===== src/ubd_pkg.sv =====
// Shared types, constants and the character map for the URL-safe base64 decoder.
// No dependencies.
package ubd_pkg;

   localparam int unsigned CharWidth  = 8;
   localparam int unsigned CodeWidth  = 7;
   localparam int unsigned ByteWidth  = 8;
   localparam int unsigned QueueDepth = 2;

   localparam logic [CodeWidth-1:0] CodeSentinel = 7'd64;
   localparam logic [CodeWidth-1:0] CodeDash     = 7'd62;
   localparam logic [CodeWidth-1:0] CodeUnder    = 7'd63;
   localparam logic [CodeWidth-1:0] CodeLowerOff = 7'd26;
   localparam logic [CodeWidth-1:0] CodeDigitOff = 7'd52;

   typedef logic [CodeWidth-1:0] code_type;
   typedef logic [1:0]           phase_type;

   // Work for the back end: up to three bytes and an optional end marker
   typedef struct packed {
      logic [2:0][ByteWidth-1:0] bytes;
      logic [1:0]                n_bytes;
      logic                      has_end;
      logic                      end_err;
   } job_type;

   function automatic code_type map_char(input logic [CharWidth-1:0] ch);
      code_type res;
      res = CodeSentinel;
      if (ch >= 8'h41 && ch <= 8'h5a) begin
         res = code_type'(ch - 8'h41);
      end else if (ch >= 8'h61 && ch <= 8'h7a) begin
         res = code_type'(ch - 8'h61) + CodeLowerOff;
      end else if (ch >= 8'h30 && ch <= 8'h39) begin
         res = code_type'(ch - 8'h30) + CodeDigitOff;
      end else if (ch == 8'h2d) begin
         res = CodeDash;
      end else if (ch == 8'h5f) begin
         res = CodeUnder;
      end
      return res;
   endfunction

endpackage


===== src/ubd_front.sv =====
// Front end: maps characters, gathers groups of four and builds back-end jobs.
// Depends on ubd_pkg.
module ubd_front (
   input  logic                          clock,
   input  logic                          reset,
   input  logic                          req_valid,
   output logic                          req_ready,
   input  logic [ubd_pkg::CharWidth-1:0] req_text_char,
   input  logic                          req_is_final,
   output logic                          push_valid,
   input  logic                          push_ready,
   output ubd_pkg::job_type              push_job
);
   import ubd_pkg::*;

   phase_type phase_ff, phase_in;
   logic      stopped_ff, stopped_in;
   code_type  held_ff [3];
   code_type  code;
   code_type  a, b, c, d;
   logic      accept;
   job_type   job;

   assign req_ready = push_ready;
   assign accept    = req_valid && req_ready;
   assign code      = map_char(req_text_char);
   assign a         = held_ff[0];
   assign b         = held_ff[1];
   assign c         = held_ff[2];
   assign d         = code;

   always_comb begin
      job           = '0;
      stopped_in    = stopped_ff;
      job.bytes[0]  = {a[5:0], b[5:4]};
      job.bytes[1]  = {b[3:0], c[5:2]};
      job.bytes[2]  = {c[1:0], d[5:0]};
      if (phase_ff == 2'd3 && !stopped_ff) begin
         if (c == CodeSentinel) begin
            job.n_bytes = 2'd1;
            stopped_in  = 1'b1;
         end else if (d == CodeSentinel) begin
            job.n_bytes = 2'd2;
            stopped_in  = 1'b1;
         end else begin
            job.n_bytes = 2'd3;
         end
      end
      phase_in = phase_ff + 2'd1;
      if (req_is_final) begin
         job.has_end = 1'b1;
         job.end_err = (phase_in != 2'd0);
         phase_in    = 2'd0;
         stopped_in  = 1'b0;
      end
   end

   assign push_job   = job;
   assign push_valid = req_valid && (job.n_bytes != 2'd0 || job.has_end);

   always_ff @(posedge clock) begin
      if (reset) begin
         phase_ff   <= '0;
         stopped_ff <= 1'b0;
      end else if (accept) begin
         phase_ff   <= phase_in;
         stopped_ff <= stopped_in;
      end
   end

   // Held codes need no reset: always written before read
   always_ff @(posedge clock) begin
      if (accept && phase_ff != 2'd3) begin
         held_ff[phase_ff] <= code;
      end
   end

endmodule


===== src/ubd_queue.sv =====
// Short job queue between front and back ends.
// Depends on ubd_pkg.
module ubd_queue (
   input  logic             clock,
   input  logic             reset,
   input  logic             push_valid,
   output logic             push_ready,
   input  ubd_pkg::job_type push_job,
   output logic             pop_valid,
   input  logic             pop,
   output ubd_pkg::job_type pop_job
);
   import ubd_pkg::*;

   localparam int unsigned PtrWidth = $clog2(QueueDepth);
   localparam int unsigned CntWidth = $clog2(QueueDepth + 1);

   job_type               mem [QueueDepth];
   logic [PtrWidth-1:0]   wr_ptr_ff, rd_ptr_ff;
   logic [CntWidth-1:0]   count_ff;
   logic                  do_push, do_pop;

   assign push_ready = (count_ff != CntWidth'(QueueDepth));
   assign pop_valid  = (count_ff != '0);
   assign do_push    = push_valid && push_ready;
   assign do_pop     = pop && pop_valid;
   assign pop_job    = mem[rd_ptr_ff];

   always_ff @(posedge clock) begin
      if (do_push) begin
         mem[wr_ptr_ff] <= push_job;
      end
   end

   always_ff @(posedge clock) begin
      if (reset) begin
         wr_ptr_ff <= '0;
         rd_ptr_ff <= '0;
         count_ff  <= '0;
      end else begin
         if (do_push) begin
            wr_ptr_ff <= (wr_ptr_ff == PtrWidth'(QueueDepth - 1)) ? '0 : wr_ptr_ff + 1'b1;
         end
         if (do_pop) begin
            rd_ptr_ff <= (rd_ptr_ff == PtrWidth'(QueueDepth - 1)) ? '0 : rd_ptr_ff + 1'b1;
         end
         if (do_push && !do_pop) begin
            count_ff <= count_ff + 1'b1;
         end else if (do_pop && !do_push) begin
            count_ff <= count_ff - 1'b1;
         end
      end
   end

endmodule


===== src/ubd_back.sv =====
// Back end: walks each job and drives one result per cycle into the output register unless rsp_ready stalls it.
// Depends on ubd_pkg.
module ubd_back (
   input  logic                          clock,
   input  logic                          reset,
   input  logic                          job_valid,
   input  ubd_pkg::job_type              job,
   output logic                          job_pop,
   output logic                          rsp_valid,
   input  logic                          rsp_ready,
   output logic [ubd_pkg::ByteWidth-1:0] rsp_data_byte,
   output logic                          rsp_byte_valid,
   output logic                          rsp_end_of_string,
   output logic                          rsp_length_error,
   output logic                          rsp_last_of_run
);
   import ubd_pkg::*;

   logic [1:0]           idx_ff;
   logic                 valid_ff;
   logic [ByteWidth-1:0] data_ff, data_in;
   logic                 bvalid_ff, bvalid_in;
   logic                 eos_ff, eos_in;
   logic                 err_ff, err_in;
   logic                 last_ff, last_in;
   logic [2:0]           n_res;
   logic                 load;

   assign load  = job_valid && (!valid_ff || rsp_ready);
   assign n_res = {1'b0, job.n_bytes} + {2'b00, job.has_end};

   always_comb begin
      last_in = ({1'b0, idx_ff} == n_res - 3'd1);
      if (idx_ff < job.n_bytes) begin
         data_in   = job.bytes[idx_ff];
         bvalid_in = 1'b1;
         eos_in    = 1'b0;
         err_in    = 1'b0;
      end else begin
         data_in   = '0;
         bvalid_in = 1'b0;
         eos_in    = 1'b1;
         err_in    = job.end_err;
      end
   end

   assign job_pop = load && last_in;

   always_ff @(posedge clock) begin
      if (reset) begin
         idx_ff   <= '0;
         valid_ff <= 1'b0;
      end else begin
         if (load) begin
            valid_ff <= 1'b1;
            idx_ff   <= last_in ? 2'd0 : idx_ff + 2'd1;
         end else if (rsp_ready) begin
            valid_ff <= 1'b0;
         end
      end
   end

   always_ff @(posedge clock) begin
      if (load) begin
         data_ff   <= data_in;
         bvalid_ff <= bvalid_in;
         eos_ff    <= eos_in;
         err_ff    <= err_in;
         last_ff   <= last_in;
      end
   end

   assign rsp_valid         = valid_ff;
   assign rsp_data_byte     = data_ff;
   assign rsp_byte_valid    = bvalid_ff;
   assign rsp_end_of_string = eos_ff;
   assign rsp_length_error  = err_ff;
   assign rsp_last_of_run   = last_ff;

endmodule


===== src/urlsafe_base64_decoder.sv =====
// URL-safe base64 decoder, one character per transfer, up to four results per character.
// Input: one character a cycle while the job queue has room; results pass the queue entry, then the output register.
// Output: one result a cycle from the output register while rsp_ready takes it; a character causing several results
// holds the back end until all are out, so throughput is set by results per character, not by the front end.
// Reset clears group phase, stop flag, queue pointers and count, result index and output valid; no clearing pass.
// Depends on ubd_pkg, ubd_front, ubd_queue, ubd_back.
module urlsafe_base64_decoder (
   input  logic                          clock,
   input  logic                          reset,
   input  logic                          req_valid,
   output logic                          req_ready,
   input  logic [ubd_pkg::CharWidth-1:0] req_text_char,
   input  logic                          req_is_final,
   output logic                          rsp_valid,
   input  logic                          rsp_ready,
   output logic [ubd_pkg::ByteWidth-1:0] rsp_data_byte,
   output logic                          rsp_byte_valid,
   output logic                          rsp_end_of_string,
   output logic                          rsp_length_error,
   output logic                          rsp_last_of_run
);
   import ubd_pkg::*;

   logic    push_valid, push_ready, pop_valid, pop;
   job_type push_job, pop_job;

   ubd_front u_front (
      .clock         (clock),
      .reset         (reset),
      .req_valid     (req_valid),
      .req_ready     (req_ready),
      .req_text_char (req_text_char),
      .req_is_final  (req_is_final),
      .push_valid    (push_valid),
      .push_ready    (push_ready),
      .push_job      (push_job)
   );

   ubd_queue u_queue (
      .clock      (clock),
      .reset      (reset),
      .push_valid (push_valid),
      .push_ready (push_ready),
      .push_job   (push_job),
      .pop_valid  (pop_valid),
      .pop        (pop),
      .pop_job    (pop_job)
   );

   ubd_back u_back (
      .clock             (clock),
      .reset             (reset),
      .job_valid         (pop_valid),
      .job               (pop_job),
      .job_pop           (pop),
      .rsp_valid         (rsp_valid),
      .rsp_ready         (rsp_ready),
      .rsp_data_byte     (rsp_data_byte),
      .rsp_byte_valid    (rsp_byte_valid),
      .rsp_end_of_string (rsp_end_of_string),
      .rsp_length_error  (rsp_length_error),
      .rsp_last_of_run   (rsp_last_of_run)
   );

endmodule

===== config.mk =====
export PLATFORM = sky130hd
export DESIGN_NAME = urlsafe_base64_decoder
export DESIGN_NICKNAME = d
export VERILOG_FILES = /design/src/ubd_pkg.sv /design/src/ubd_front.sv /design/src/ubd_queue.sv /design/src/ubd_back.sv /design/src/urlsafe_base64_decoder.sv
export SDC_FILE = /design/constraint.sdc
export NUM_CORES = 1
export LEC_CHECK = 0
export BUFFER_PORTS_ARGS = -buffer_cell sky130_fd_sc_hd__buf_2
export CORE_ASPECT_RATIO = 1.2
export CORE_MARGIN = 1.5
export CORE_UTILIZATION = 54
export CTS_CLUSTER_SIZE = 28
export DETAILED_ROUTE_END_ITERATION = 8
export PLACE_DENSITY = 0.76
export SLEW_MARGIN = 20
export SYNTH_ARGS = -nofsm -noshare
export SYNTH_HDL_FRONTEND = slang
export SYNTH_SLANG_ARGS = --single-unit
export TNS_END_PERCENT = 50

===== constraint.sdc =====
create_clock -name clock -period 3.9 [get_ports clock]
set_clock_uncertainty 0.15 [all_clocks]
set_input_delay 0.78 -clock clock [delete_from_list [all_inputs] [get_ports clock]]
set_output_delay 0.78 -clock clock [all_outputs]
set_load 0.02 [all_outputs]

==> qor.yml <==
run_status:
  outcome: "finished clean"
timing:
  holdWs_ns: 0.2985
  timing.setup.tns_ns: 0
  fmax_ghz: 0.3197
  relSlewSlack_pct: 31.43
  worst_pin_slew_ns: 1.026
  timing.final.crit_period_ns: 3.128
  maxSlewViolCount: 0
  setup-violations-final: 0
  rsz0062_at_grt: "false"
  timing.final.crit_share_pct: 80.21
  hold_viol_final: 0
clock_network:
  insertion_delay_ns: 0.35
  cts_hold_buf: 0
  cts_buffers: 9
  cts_setup_buffers: 0
  clk_pin_slew_ns: 0.09
  clock_path_buffers: 2
  cts_tree: "built"
  clock-root-buffer: "clkbuf_8"
  cts_resized: 0
  h-tree-depth: 3
  clkSinkCount: 98
logic_synthesis:
  ys_seq_area_share_pct: 66.04
  yosysWarnings: 0
  yosys_register_bits: 98
  synth_area_sq_um: 4289
  syn-num-nets: 322
  synth_edf_count: 87
  synthArstFlopShare_pct: 0
  syn_area_per_cell_sq_um: 14.69
  synthCells: 292
  synthFlopType: "edfxtp_1"
  ys_types: 51
placed_design:
  dpl-instance-area_sq_um: 4532
  io_buffer_count: 26
  place_congestion: 0.8450
  hpwl_microns: 5068
global_routing:
  grt_usage_pct: 17.85
  grt_antenna_before_repair: 0
  grt_pass1_wl_microns: 11540
  grt_pass1_vias: 2362
  grt_max_degree: 29
  grt_overflow: 0
floorplanning:
  io_pins: 27
  core_sq_um: 7707
  start_util_pct: 55.65
  die_h_microns: 100.6
  die_w_microns: 84.36
  dieArea_sq_um: 8489
  num_rows: 35
critical_path:
  critPathLaunchType: "flip-flop"
  regToRegEndpoint: "u_queue.count_ff[1]"
  r2r_slack_ns: 0.77
  rr_worst_depth: 10
  worst_ep_required_time_ns: 4.04
  worstSetupPathType: "flip-flop to flip-flop"
  crit_end: "u_queue.count_ff[1]"
  crit_fanout: 11
  cp.arrival_ns: 3.27
  end_kind: "flip-flop"
final_layout:
  fin_area_sq_um: 4772
  n_antenna_cell: 0
  multi_input_area_sq_um: 1356
  synthToLayoutAreaGrowth_pct: 11.26
  register_area_sq_um: 2833
  fin_nets: 356
  fillers: 559
  drive_gt1_share_pct: 22.66
  utilization_pct: 61.92
routing:
  firstDrtPassIters: 4
  drt-initial-drc-count: 125
  wl_per_cell_microns: 16.64
  wl_microns: 7040
  vias_per_cell: 5.707
  drc: 0
  drtAntennaViolNets: 0
  vias: 2414
power_and_ir_drop:
  total_power_uw: 2897
  leakage_uw: 0.001687
  ir_drop_mv: 0.4260
  cellPowerDensity_nw_per_um2: 607.1
run:
  maxCapViolCount: 0
min_path:
  hold_path.class: "flip-flop to flip-flop"
==> critical path, cell delays in order (launching register included) <==
cell and delay [ns]:
dfxtp_1 0.41, buf_4 0.25, mux2i_1 0.25, ha_1 0.18, ha_1 0.23, xnor2_1 0.13
nor3_1 0.40, nand2_1 0.18, ha_1 0.38, or3_1 0.37, a21oi_1 0.13
==> where the power goes <==
part / switching (uW) / internal [uW]
sequential: 69.4 / 1360
combinational: 431 / 279
clock: 326 / 428
total: 826 / 2070
==> layer usage <==
metal,vias to the layer above,global-route usage (%),part of all wire [%]
met4,0,8.189,2.3
met2,54,30.95,51
li1,1171,-,-
met5,-,0,0
met3,12,3.194,2.8
met1,1177,21.97,44
==> per-stage QoR <==
stage | worst slack (ns) | std cells
floorplan | 0.8074 | 292
global placement | 0.7660 | 407
detailed placement | 0.7487 | 407
CTS | 0.7414 | 423
global route | 0.5337 | 423
finish | 0.7717 | 423
==> layout make-up <==
cell class	instances	share of cell area [%]
flip-flops and latches	98	59.36
clock buffers	10	2.674
clock inverters	6	2.360
repair buffers	32	3.671
well taps	92	2.412
multi-input cells	171	28.42
inverters	14	1.101
==> Yosys cell counts, drive strengths merged, types with 4 or more instances <==
library cell / number / area (sq um)
buf: 6 / 40.03
edfxtp: 87 / 2613
nand2b: 7 / 46.30
a21oi: 16 / 80.08
a22oi: 8 / 60.06
mux4: 8 / 180.2
dfxtp: 11 / 220.2
mux2: 8 / 90.09
nand3: 7 / 40.04
o21ai: 6 / 30.03
nand2: 14 / 60.06
nor2: 27 / 101.4
mux2i: 4 / 40.04
xnor2: 6 / 52.55
xor2: 4 / 35.03
nor3b: 4 / 30.03
inv: 13 / 48.80
ha: 17 / 212.7
nor3: 5 / 30.03
==> worst min-delay path by stage <==
| stage | cells past startpoint | startpoint | end |
|---|---|---|---|
| 2_1_floorplan | 0 | u_front.held_ff[0][4] | u_queue.mem[0][10] |
| 3_3_place_gp | 0 | u_front.held_ff[1][4] | u_queue.mem[1][4] |
| 3_5_place_dp | 0 | u_front.held_ff[0][2] | u_queue.mem[0][8] |
| 4_1_cts | 0 | u_front.held_ff[0][2] | u_queue.mem[0][8] |
| 5_1_grt | 0 | u_front.held_ff[1][2] | u_queue.mem[1][18] |
| 6_report | 0 | u_front.held_ff[1][4] | u_queue.mem[0][4] |
==> cell families (layout without fill, tap and decap cells) <==
logic type / count (synthesis) / count (layout) / share of synthesized area (%)
flip-flops: 98 / 98 / 66.04
AND/OR/NAND/NOR: 79 / 79 / 9.831
adder cells (fa/ha/maj): 17 / 17 / 4.959
XOR/XNOR: 10 / 10 / 2.042
buffers and inverters: 23 / 62 / 2.450
multiplexers: 20 / 20 / 7.235
AO/OA/AOI/OAI: 45 / 45 / 7.439
==> cell usage in the layout (no fill, tap or decap), types with 3 or more instances in the layout <==
cell,n
edfxtp_1,87
buf_2,26
nor2_1,25
ha_1,17
a21oi_1,16
inv_1,13
nand2_1,13
dfxtp_1,11
clkbuf_8,9
mux4_2,8
mux2_2,8
a22oi_1,8
nand2b_1,6
o21ai_0,6
xnor2_1,6
nand3_1,6
buf_4,6
nor3_1,4
xor2_1,4
mux2i_1,4
nor3b_1,4
nor2b_1,3
a31oi_1,3
a221oi_1,3
bufinv_16,3
==> registers in the layout, indices dropped and copies added (netlist names), named ones only <==
signal,cells
u_queue.mem,56
u_front.held_ff,19
u_back.rsp_data_byte,8
u_back.idx_ff,2
u_front.phase_ff,2
u_queue.count_ff,2
u_back.rsp_byte_valid,1
u_back.rsp_end_of_string,1
u_back.rsp_last_of_run,1
u_back.rsp_length_error,1
u_back.rsp_valid,1
u_front.stopped_ff,1
u_queue.rd_ptr_ff,1
u_queue.wr_ptr_ff,1
Note: power is estimated with default switching activity, not from simulation.
